--- config.mk ---
export PLATFORM = sky130hd
export DESIGN_NAME = hpd_ctrl
export DESIGN_NICKNAME = d
export VERILOG_FILES = /design/src/sv/haversine_path_distance_top_assert.svh /design/src/sv/hpd_pkg.sv /design/src/sv/hpd_ctrl.sv
export SDC_FILE = /design/constraint.sdc
export NUM_CORES = 1
export LEC_CHECK = 0
export ABC_AREA = 1
export ABC_CLOCK_PERIOD_IN_PS = 1410
export BUFFER_PORTS_ARGS = -buffer_cell sky130_fd_sc_hd__buf_4
export CORE_MARGIN = 2
export CORE_UTILIZATION = 47
export DETAILED_ROUTE_END_ITERATION = 8
export GPL_ROUTABILITY_DRIVEN = 1
export PLACE_DENSITY = 0.75
export SYNTH_ARGS = -nofsm -noshare
export SYNTH_HDL_FRONTEND = slang
export SYNTH_SLANG_ARGS = --single-unit
--- constraint.sdc ---
create_clock -name clk -period 1.41 [get_ports clk]
set_input_delay 0.0705 -clock clk [delete_from_list [all_inputs] [get_ports clk]]
set_output_delay 0.0705 -clock clk [all_outputs]
set_load 0.01 [all_outputs]
--- src/sv/haversine_path_distance_top_assert.svh ---
// Assertion macros used by the haversine path distance RTL.
`ifndef HAVERSINE_PATH_DISTANCE_TOP_ASSERT_SVH
`define HAVERSINE_PATH_DISTANCE_TOP_ASSERT_SVH

// same-cycle implication, checked out of reset
`define HPD_ASSERT_IMP(lbl, ante, cons, msg) \
  lbl: assert property (@(posedge clk) disable iff (!rst_n) (ante) |-> (cons)) \
    else $error(msg);

// next-cycle implication
`define HPD_ASSERT_NXT(lbl, ante, cons, msg) \
  lbl: assert property (@(posedge clk) disable iff (!rst_n) (ante) |=> (cons)) \
    else $error(msg);

`endif

--- src/sv/hpd_pkg.sv ---
// Package: constants, tables, command and status types for the path distance block.
package hpd_pkg;

  localparam int HPD_CORDIC_STEPS = 24;
  localparam int HPD_TOTAL_BITS   = 48;
  localparam int HPD_FRAC         = 40;
  localparam int ARC_MAX          = 40;
  localparam int ARC_IDX_W        = $clog2(ARC_MAX);

  localparam logic [63:0] PI_Q60       = 64'h3243F6A8885A308D;
  localparam logic [63:0] RAD_PER_UNIT = PI_Q60 / 64'd450000000;
  localparam logic [33:0] FULL_CIRCLE  = 34'd3600000000;
  localparam logic [33:0] HALF_CIRCLE  = 34'd1800000000;
  localparam logic signed [30:0] LAT_LIMIT = 31'sd900000000;

  localparam logic [22:0] RADIUS_RESET = 23'd6371000;
  localparam int CFG_ADDR_W = 2;

  // multiply operand selects
  localparam logic [2:0] MS_RAD  = 3'd0;
  localparam logic [2:0] MS_S1S1 = 3'd1;
  localparam logic [2:0] MS_T0P  = 3'd2;
  localparam logic [2:0] MS_C1C2 = 3'd3;
  localparam logic [2:0] MS_S2S2 = 3'd4;
  localparam logic [2:0] MS_T0T1 = 3'd5;
  localparam logic [2:0] MS_SEG  = 3'd6;

  typedef logic [63:0] arc_tab_t [0:ARC_MAX-1];

  typedef struct packed {
    logic       ld_in;
    logic       mul_start;
    logic [2:0] mul_sel;
    logic       mul_store;
    logic       rot_start;
    logic       vec_start;
    logic [1:0] ang_idx;
    logic       ang_store;
    logic       clamp;
    logic       sq_start;
    logic       sq_sel;
    logic       sq_store;
    logic       total_upd;
    logic       out_load;
  } hpd_cmd_t;

  typedef struct packed {
    logic need;
    logic mul_done;
    logic cor_done;
    logic sq_done;
    logic u_zero;
    logic out_free;
  } hpd_sts_t;

  // atan(2^-i) in Q40, from the Taylor series in Q62
  function automatic arc_tab_t hpd_build_arcs();
    arc_tab_t    t;
    logic [63:0] acc;
    logic [63:0] term;
    for (int i = 0; i < ARC_MAX; i++) begin
      acc = (i == 0) ? PI_Q60 : 64'd0;
      if (i > 0) begin
        for (int k = 0; i * (2 * k + 1) <= 62; k++) begin
          term = (64'd1 << (62 - i * (2 * k + 1))) / 64'(2 * k + 1);
          acc  = (k % 2 == 1) ? acc - term : acc + term;
        end
      end
      t[i] = (acc + (64'd1 << 21)) >> 22;
    end
    return t;
  endfunction

  localparam arc_tab_t ARC = hpd_build_arcs();

  function automatic logic [63:0] hpd_gain(int steps);
    logic [63:0] p;
    p = 64'd1 << HPD_FRAC;
    for (int i = 0; i < steps; i++) begin
      if (2 * i < 64) p = p + (p >> (2 * i));
    end
    return p;
  endfunction

  function automatic logic [63:0] hpd_gain_sq(int steps);
    logic [127:0] w;
    w = 128'(hpd_gain(steps)) * 128'(hpd_gain(steps));
    return w[103:40];
  endfunction

endpackage

--- src/sv/hpd_ctrl.sv ---
// Controller: sequences angle, product, root and distance steps for one waypoint.
module hpd_ctrl
  import hpd_pkg::*;
(
  input  logic     clk,
  input  logic     rst_n,
  input  logic     in_valid,
  output logic     in_ready,
  input  hpd_sts_t sts,
  output hpd_cmd_t cmd
);

  localparam logic [4:0] S_IDLE   = 5'd0;
  localparam logic [4:0] S_PREP   = 5'd1;
  localparam logic [4:0] S_A_MUL  = 5'd2;
  localparam logic [4:0] S_A_MULW = 5'd3;
  localparam logic [4:0] S_A_ROT  = 5'd4;
  localparam logic [4:0] S_A_ROTW = 5'd5;
  localparam logic [4:0] S_P_MUL  = 5'd6;
  localparam logic [4:0] S_P_MULW = 5'd7;
  localparam logic [4:0] S_CLAMP  = 5'd8;
  localparam logic [4:0] S_SQ     = 5'd9;
  localparam logic [4:0] S_SQW    = 5'd10;
  localparam logic [4:0] S_V      = 5'd11;
  localparam logic [4:0] S_VW     = 5'd12;
  localparam logic [4:0] S_S_MUL  = 5'd13;
  localparam logic [4:0] S_S_MULW = 5'd14;
  localparam logic [4:0] S_FIN    = 5'd15;
  localparam logic [4:0] S_OUT    = 5'd16;

  logic [4:0] state_r, state_nxt;
  logic [2:0] cnt_r, cnt_nxt;
  logic [2:0] psel;

  always_comb begin
    case (cnt_r)
      3'd0:    psel = MS_S1S1;
      3'd1:    psel = MS_T0P;
      3'd2:    psel = MS_C1C2;
      3'd3:    psel = MS_S2S2;
      default: psel = MS_T0T1;
    endcase
  end

  always_comb begin
    state_nxt   = state_r;
    cnt_nxt     = cnt_r;
    cmd         = '0;
    cmd.ang_idx = cnt_r[1:0];
    cmd.sq_sel  = cnt_r[0];
    in_ready    = (state_r == S_IDLE);
    unique case (state_r)
      S_IDLE: begin
        cmd.ld_in = in_valid;
        if (in_valid) state_nxt = S_PREP;
      end
      S_PREP: begin
        cnt_nxt   = '0;
        state_nxt = sts.need ? S_A_MUL : S_FIN;
      end
      S_A_MUL: begin
        cmd.mul_start = 1'b1;
        cmd.mul_sel   = MS_RAD;
        state_nxt     = S_A_MULW;
      end
      S_A_MULW: begin
        cmd.mul_sel = MS_RAD;
        if (sts.mul_done) state_nxt = S_A_ROT;
      end
      S_A_ROT: begin
        cmd.rot_start = 1'b1;
        state_nxt     = S_A_ROTW;
      end
      S_A_ROTW: begin
        cmd.ang_store = sts.cor_done;
        if (sts.cor_done) begin
          if (cnt_r == 3'd3) begin
            cnt_nxt   = '0;
            state_nxt = S_P_MUL;
          end else begin
            cnt_nxt   = cnt_r + 3'd1;
            state_nxt = S_A_MUL;
          end
        end
      end
      S_P_MUL: begin
        cmd.mul_start = 1'b1;
        cmd.mul_sel   = psel;
        state_nxt     = S_P_MULW;
      end
      S_P_MULW: begin
        cmd.mul_sel   = psel;
        cmd.mul_store = sts.mul_done;
        if (sts.mul_done) begin
          if (cnt_r == 3'd4) begin
            cnt_nxt   = '0;
            state_nxt = S_CLAMP;
          end else begin
            cnt_nxt   = cnt_r + 3'd1;
            state_nxt = S_P_MUL;
          end
        end
      end
      S_CLAMP: begin
        cmd.clamp = 1'b1;
        state_nxt = S_SQ;
      end
      S_SQ: begin
        cmd.sq_start = 1'b1;
        state_nxt    = S_SQW;
      end
      S_SQW: begin
        cmd.sq_store = sts.sq_done;
        if (sts.sq_done) begin
          if (cnt_r[0]) state_nxt = S_V;
          else begin
            cnt_nxt   = 3'd1;
            state_nxt = S_SQ;
          end
        end
      end
      S_V: begin
        if (sts.u_zero) state_nxt = S_FIN;
        else begin
          cmd.vec_start = 1'b1;
          state_nxt     = S_VW;
        end
      end
      S_VW: begin
        if (sts.cor_done) state_nxt = S_S_MUL;
      end
      S_S_MUL: begin
        cmd.mul_start = 1'b1;
        cmd.mul_sel   = MS_SEG;
        state_nxt     = S_S_MULW;
      end
      S_S_MULW: begin
        cmd.mul_sel   = MS_SEG;
        cmd.mul_store = sts.mul_done;
        if (sts.mul_done) state_nxt = S_FIN;
      end
      S_FIN: begin
        cmd.total_upd = 1'b1;
        state_nxt     = S_OUT;
      end
      S_OUT: begin
        cmd.out_load = sts.out_free;
        if (sts.out_free) state_nxt = S_IDLE;
      end
      default: state_nxt = S_IDLE;
    endcase
  end

  always_ff @(posedge clk) begin
    if (!rst_n) begin
      state_r <= S_IDLE;
      cnt_r   <= '0;
    end else begin
      state_r <= state_nxt;
      cnt_r   <= cnt_nxt;
    end
  end

endmodule
==> results.toml, run 1 <==
[logic_synthesis]
synth-seq-cells = 8
syn-num-nets = 200
yosys.area_share.simple_pct = 53.6
synth.cell_area_um2 = 1050
synth_compound_area_share_pct = 10.1
syn_area_per_cell_um2 = 5.68
syn_inst = 185
yosysUniqueCellTypes = 23
synthXorXnorAreaFrac_pct = 0
yosysWarnings = 0
synthMuxAreaShare_pct = 0
synth_top_family_by_area = "simple AND/OR/NAND/NOR gates"
ys_seq_area_share_pct = 15.2
synthAdderAreaFrac_pct = 7.14

[place]
io_buffers = 26
post-dp-hpwl_um = 2540
gp_congestion = 0.972

[run_status]
tool.error = "[ERROR GRT-0232] Routing congestion too high. Check the congestion heatmap in the GUI."
stop_stage = "global routing"
outcome = "aborted with a tool error"

[global_route]
grt_max_degree = 9
grt.total_usage_pct = 73.5
grt_overflow_total = 50

[floorplanning]
placementRows = 17
dieHeight_um = 51.3
io_pins = 27
start_util_pct = 48.4
dieWidth_um = 51.3

[cts]
cts-root-buf = "clkbuf_4"
hold_buffers = 0
cts_buffers = 3
h-tree-depth = 1
cts_buffer_depth = 2
clkSinkCount = 8

[sta]
worstEpCategory = "top-level output"
worst_endpoint = "cmd[12]"
metrics by stage:
| stage | cell area, µm² | setup WS, ns | setup TNS (ns) | cells |
|---|---|---|---|---|
| after floorplan | 1050 | 0.0219 | 0 | 185 |
| after global placement | 1450 | -0.0747 | -0.189 | 261 |
| after detailed placement | 1450 | -0.110 | -0.623 | 261 |
| after CTS | 1850 | -0.177 | -0.563 | 284 |
per-layer routing:
layer  GRT usage (%)  overflow
met5               0         0
met3            50.9         2
met4            85.5        21
met2            95.7        27
met1            69.6         0
logic make-up after synthesis:
group / Yosys count
AOI/OAI and AO/OA: 19
buffers and inverters: 34
and+or+nand+nor: 118
DFF: 8
adders and majority gates: 6
Yosys cell counts:
cell,count,share of area [%]
nand2_1,41,15
nor2_1,35,13
inv_1,25,8.9
nand3_1,20,9.5
o21ai_0,9,4.3
dfxtp_1,8,15
ha_1,6,7.1
nor2_4,6,6.4
a21oi_1,5,2.4
buf_4,5,3.6
nor2_2,4,2.4
inv_2,3,1.1
nand2_2,3,1.8
nand3b_1,3,2.1
nand4_1,3,1.8
nand3_2,2,1.9
a211oi_1,1,0.71
a21boi_0,1,0.71
clkbuf_1,1,0.36
nor3_1,1,0.48
o211ai_1,1,0.71
o21ai_1,1,0.48
o221ai_1,1,0.83
repair_timing:
action	in CTS
setup endpoints to repair	19
pin swaps	15
buffers inserted	20
gates resized for setup	67
==> inputs of run 2 (changes only) <==
--- a/config.mk
+++ b/config.mk
@@ -6,13 +6,13 @@
 export NUM_CORES = 1
 export LEC_CHECK = 0
 export ABC_AREA = 1
-export ABC_CLOCK_PERIOD_IN_PS = 1410
+export ABC_CLOCK_PERIOD_IN_PS = 1800
 export BUFFER_PORTS_ARGS = -buffer_cell sky130_fd_sc_hd__buf_4
-export CORE_MARGIN = 2
-export CORE_UTILIZATION = 47
+export CORE_AREA = 2 2 63 65
 export DETAILED_ROUTE_END_ITERATION = 8
+export DIE_AREA = 0 0 65 67
 export GPL_ROUTABILITY_DRIVEN = 1
-export PLACE_DENSITY = 0.75
+export PLACE_DENSITY_LB_ADDON = 0.15
 export SYNTH_ARGS = -nofsm -noshare
 export SYNTH_HDL_FRONTEND = slang
 export SYNTH_SLANG_ARGS = --single-unit
==> constraint.sdc (replaced) <==
create_clock -name clk -period 1.8 [get_ports clk]
set_input_delay 0.09 -clock clk [delete_from_list [all_inputs] [get_ports clk]]
set_output_delay 0.09 -clock clk [all_outputs]
set_load 0.01 [all_outputs]
==> run 2 against run 1 <==
  * The flow now finishes without violations
  * Area after synthesis did not move
  * Synthesized cell count did not move
==> results.toml, run 2 <==
[place]
post-dp-hpwl_um = 2420
dp.cells = 256
io_buffers = 26
detailed_place.area_um2 = 1290
gp_congestion = 0.818
dp_slack_ns = 0.168

[logic_synthesis]
yosysMostFrequentCell = "nand2_1"
syn-num-nets = 200
synth.area.top_cells = "dfxtp_1, nand2_1, nor2_1, nand3_1, inv_1"
syn_area_per_cell_um2 = 5.68
synth.cell_area_um2 = 1050
synth-seq-cells = 8
yosysWarnings = 0
synth-edff-count = 0
ys.flop_type = "dfxtp_1"
syn_inst = 185
ys_seq_area_share_pct = 15.2
yosysUniqueCellTypes = 23
async_reset_ff_share_pct = 0
yosys.area.top_type = "dfxtp_1"
synth_top_area_share_pct = 15.2
synth_commonest_cells = "nand2_1, nor2_1, inv_1"

[min_path]
hp-class = "input pin to register"
worstHoldStart = "rst_n"

[global_route]
grt.total_usage_pct = 14.8
grt_overflow_total = 0
grt_pass1_wl_um = 4840
antenna_found_initial = 0
grt_pass1_vias = 1048
grt_max_degree = 11

[layout]
reg_top3 = "state_r x5, cnt_r x3"
areaGrowthSynthToFinish_pct = 27.4
top_register = "state_r"
finalInstanceArea_um2 = 1340
layout.nets = 228
final_cells = 259
drive_gt1_share_pct = 25.1
layout_common_cells = "nand2_1, nor2_1, buf_4"
largest_reg_flops = 5
diodes = 0
fin_util_pct = 37.1
final_common_cell = "nand2_1"

[sta]
tns_ns = 0
slew_headroom_pct = 78.1
finClkSkew_ns = 0.00172
hold_violations = 0
grt_setup_unrepaired = "false"
period_needed_ns = 1.66
slew_violations = 0
worst_slack_ns = 0.136
fmax_ghz = 0.601
setup_violations = 0
period_share_pct = 92.5
tightestPinTransition_ns = 0.328

[cts]
cts_buffers = 3
clkSinkCount = 8
cts_tree = "built"
cts-root-buf = "clkbuf_8"
clkTransAtPathRegs_ns = 0.04
h-tree-depth = 1
clk_latency_ns = 0.23
cts_setup_buffers = 0
cts_buffer_depth = 2
hold_buffers = 0

[power_and_ir_drop]
cellLeakagePower_uw = 0.000717
pwr-share-comb_pct = 67.4
power-per-cell-area_nw_per_um2 = 1380
internal-power_uw = 895
seq_power_share_pct = 20.4
irDropWorstVdd_mv = 0.568
clkPwrFrac_pct = 12.2
p_switching_uw = 953
sw_frac_of_total_pct = 51.6

[detailed_routing]
finalWirelength_um = 2910
dr.pass1.iters = 4
routedWlPerCell_um = 11.2
dr.first_iter.drc_count = 36
drc = 0
vias_per_cell = 4.45
antenna_left = 0
vias = 1153

[setup_path]
worstPathRequired_ns = 1.71
crit_type = "register to output port"
r2r-start = "state_r[0]$_SDFFE_PN0P_"
cp-end-kind = "output port"
worstPathArrival_ns = 1.57
cp_max_fo = 5
start_kind = "register"
worstSetupStartpoint = "cnt_r[1]$_SDFFE_PN0P_"

[floorplanning]
dieWidth_um = 65
io_pins = 27
start_util_pct = 29.1
dieHeight_um = 67
placementRows = 22
core-area_um2 = 3610
dieArea_um2 = 4360

[run_status]
outcome = "finished clean"

[flow_run]
drv_cap = 0
==> run 2: logic make-up (layout without fill, tap and decap cells) <==
kind of cell,Yosys count,count (layout),share of synthesized area (%)
flip-flops,8,8,15.2
buffers and inverters,34,60,13.9
AND/OR/NAND/NOR,118,118,53.6
AO/OA/AOI/OAI,19,19,10.1
adder cells (fa/ha/maj),6,6,7.14
==> run 2: area by class of cell <==
class                   instances  area, µm²
clock buffers                   3       41.3
inverters                      28        105
flip-flops and latches          8        165
fillers                       404       2270
well taps                      48       60.1
repair buffers                 29        218
multi-input cells             143        749
==> run 2: through the flow <==
stage	total power, µW	hold slack [ns]
4_1_cts	1840	0.139
5_1_grt	2060	0.163
6_report	1850	0.135
2_1_floorplan	1270	0.228
3_3_place_gp	1620	0.388
3_5_place_dp	1600	0.390
==> run 2: path summary, 6_finish.rpt <==
check	endpoint	slack, ns	cells past startpoint
max reg2reg	state_r[0]$_SDFFE_PN0P_	0.25	9
min reg2reg	cnt_r[0]$_SDFFE_PN0P_	0.54	2
max	cmd[14]	0.14	8
min	cnt_r[0]$_SDFFE_PN0P_	0.14	3
==> run 2: power by group through the flow <==
stage / logic [µW] / registers, µW / clock network (µW)
finish: 1240 / 377 / 226
global route: 1420 / 393 / 241
CTS: 1230 / 371 / 232
detailed placement: 1230 / 371 / 0
global placement: 1250 / 372 / 0
floorplan: 961 / 311 / 0
==> run 2: worst max-delay path: stages, from the launching register on <==
cell and delay (ns):
dfxtp_1 0.40, inv_1 0.08, ha_1 0.20, o21ai_0 0.14, inv_1 0.08, a211oi_2 0.17, o21ai_0 0.10, nand2_1 0.06
buf_4 0.11
==> run 2: layer usage <==
| metal | global-route usage [%] | vias up | wire length, µm |
|---|---|---|---|
| met5 | 0 | - | 0 |
| met4 | 7.18 | 0 | 42 |
| met3 | 1.69 | 4 | 117 |
| met2 | 22.7 | 20 | 1190 |
| met1 | 20.5 | 488 | 1560 |
| li1 | - | 641 | - |
==> run 2: timing repair <==
item,4_1_cts,5_1_grt
endpoints found under the hold margin,0,0
pin swaps,0,0
endpoints found under the setup margin,2,3
gates resized for setup,1,3
Note: power is estimated with default switching activity, not from simulation.
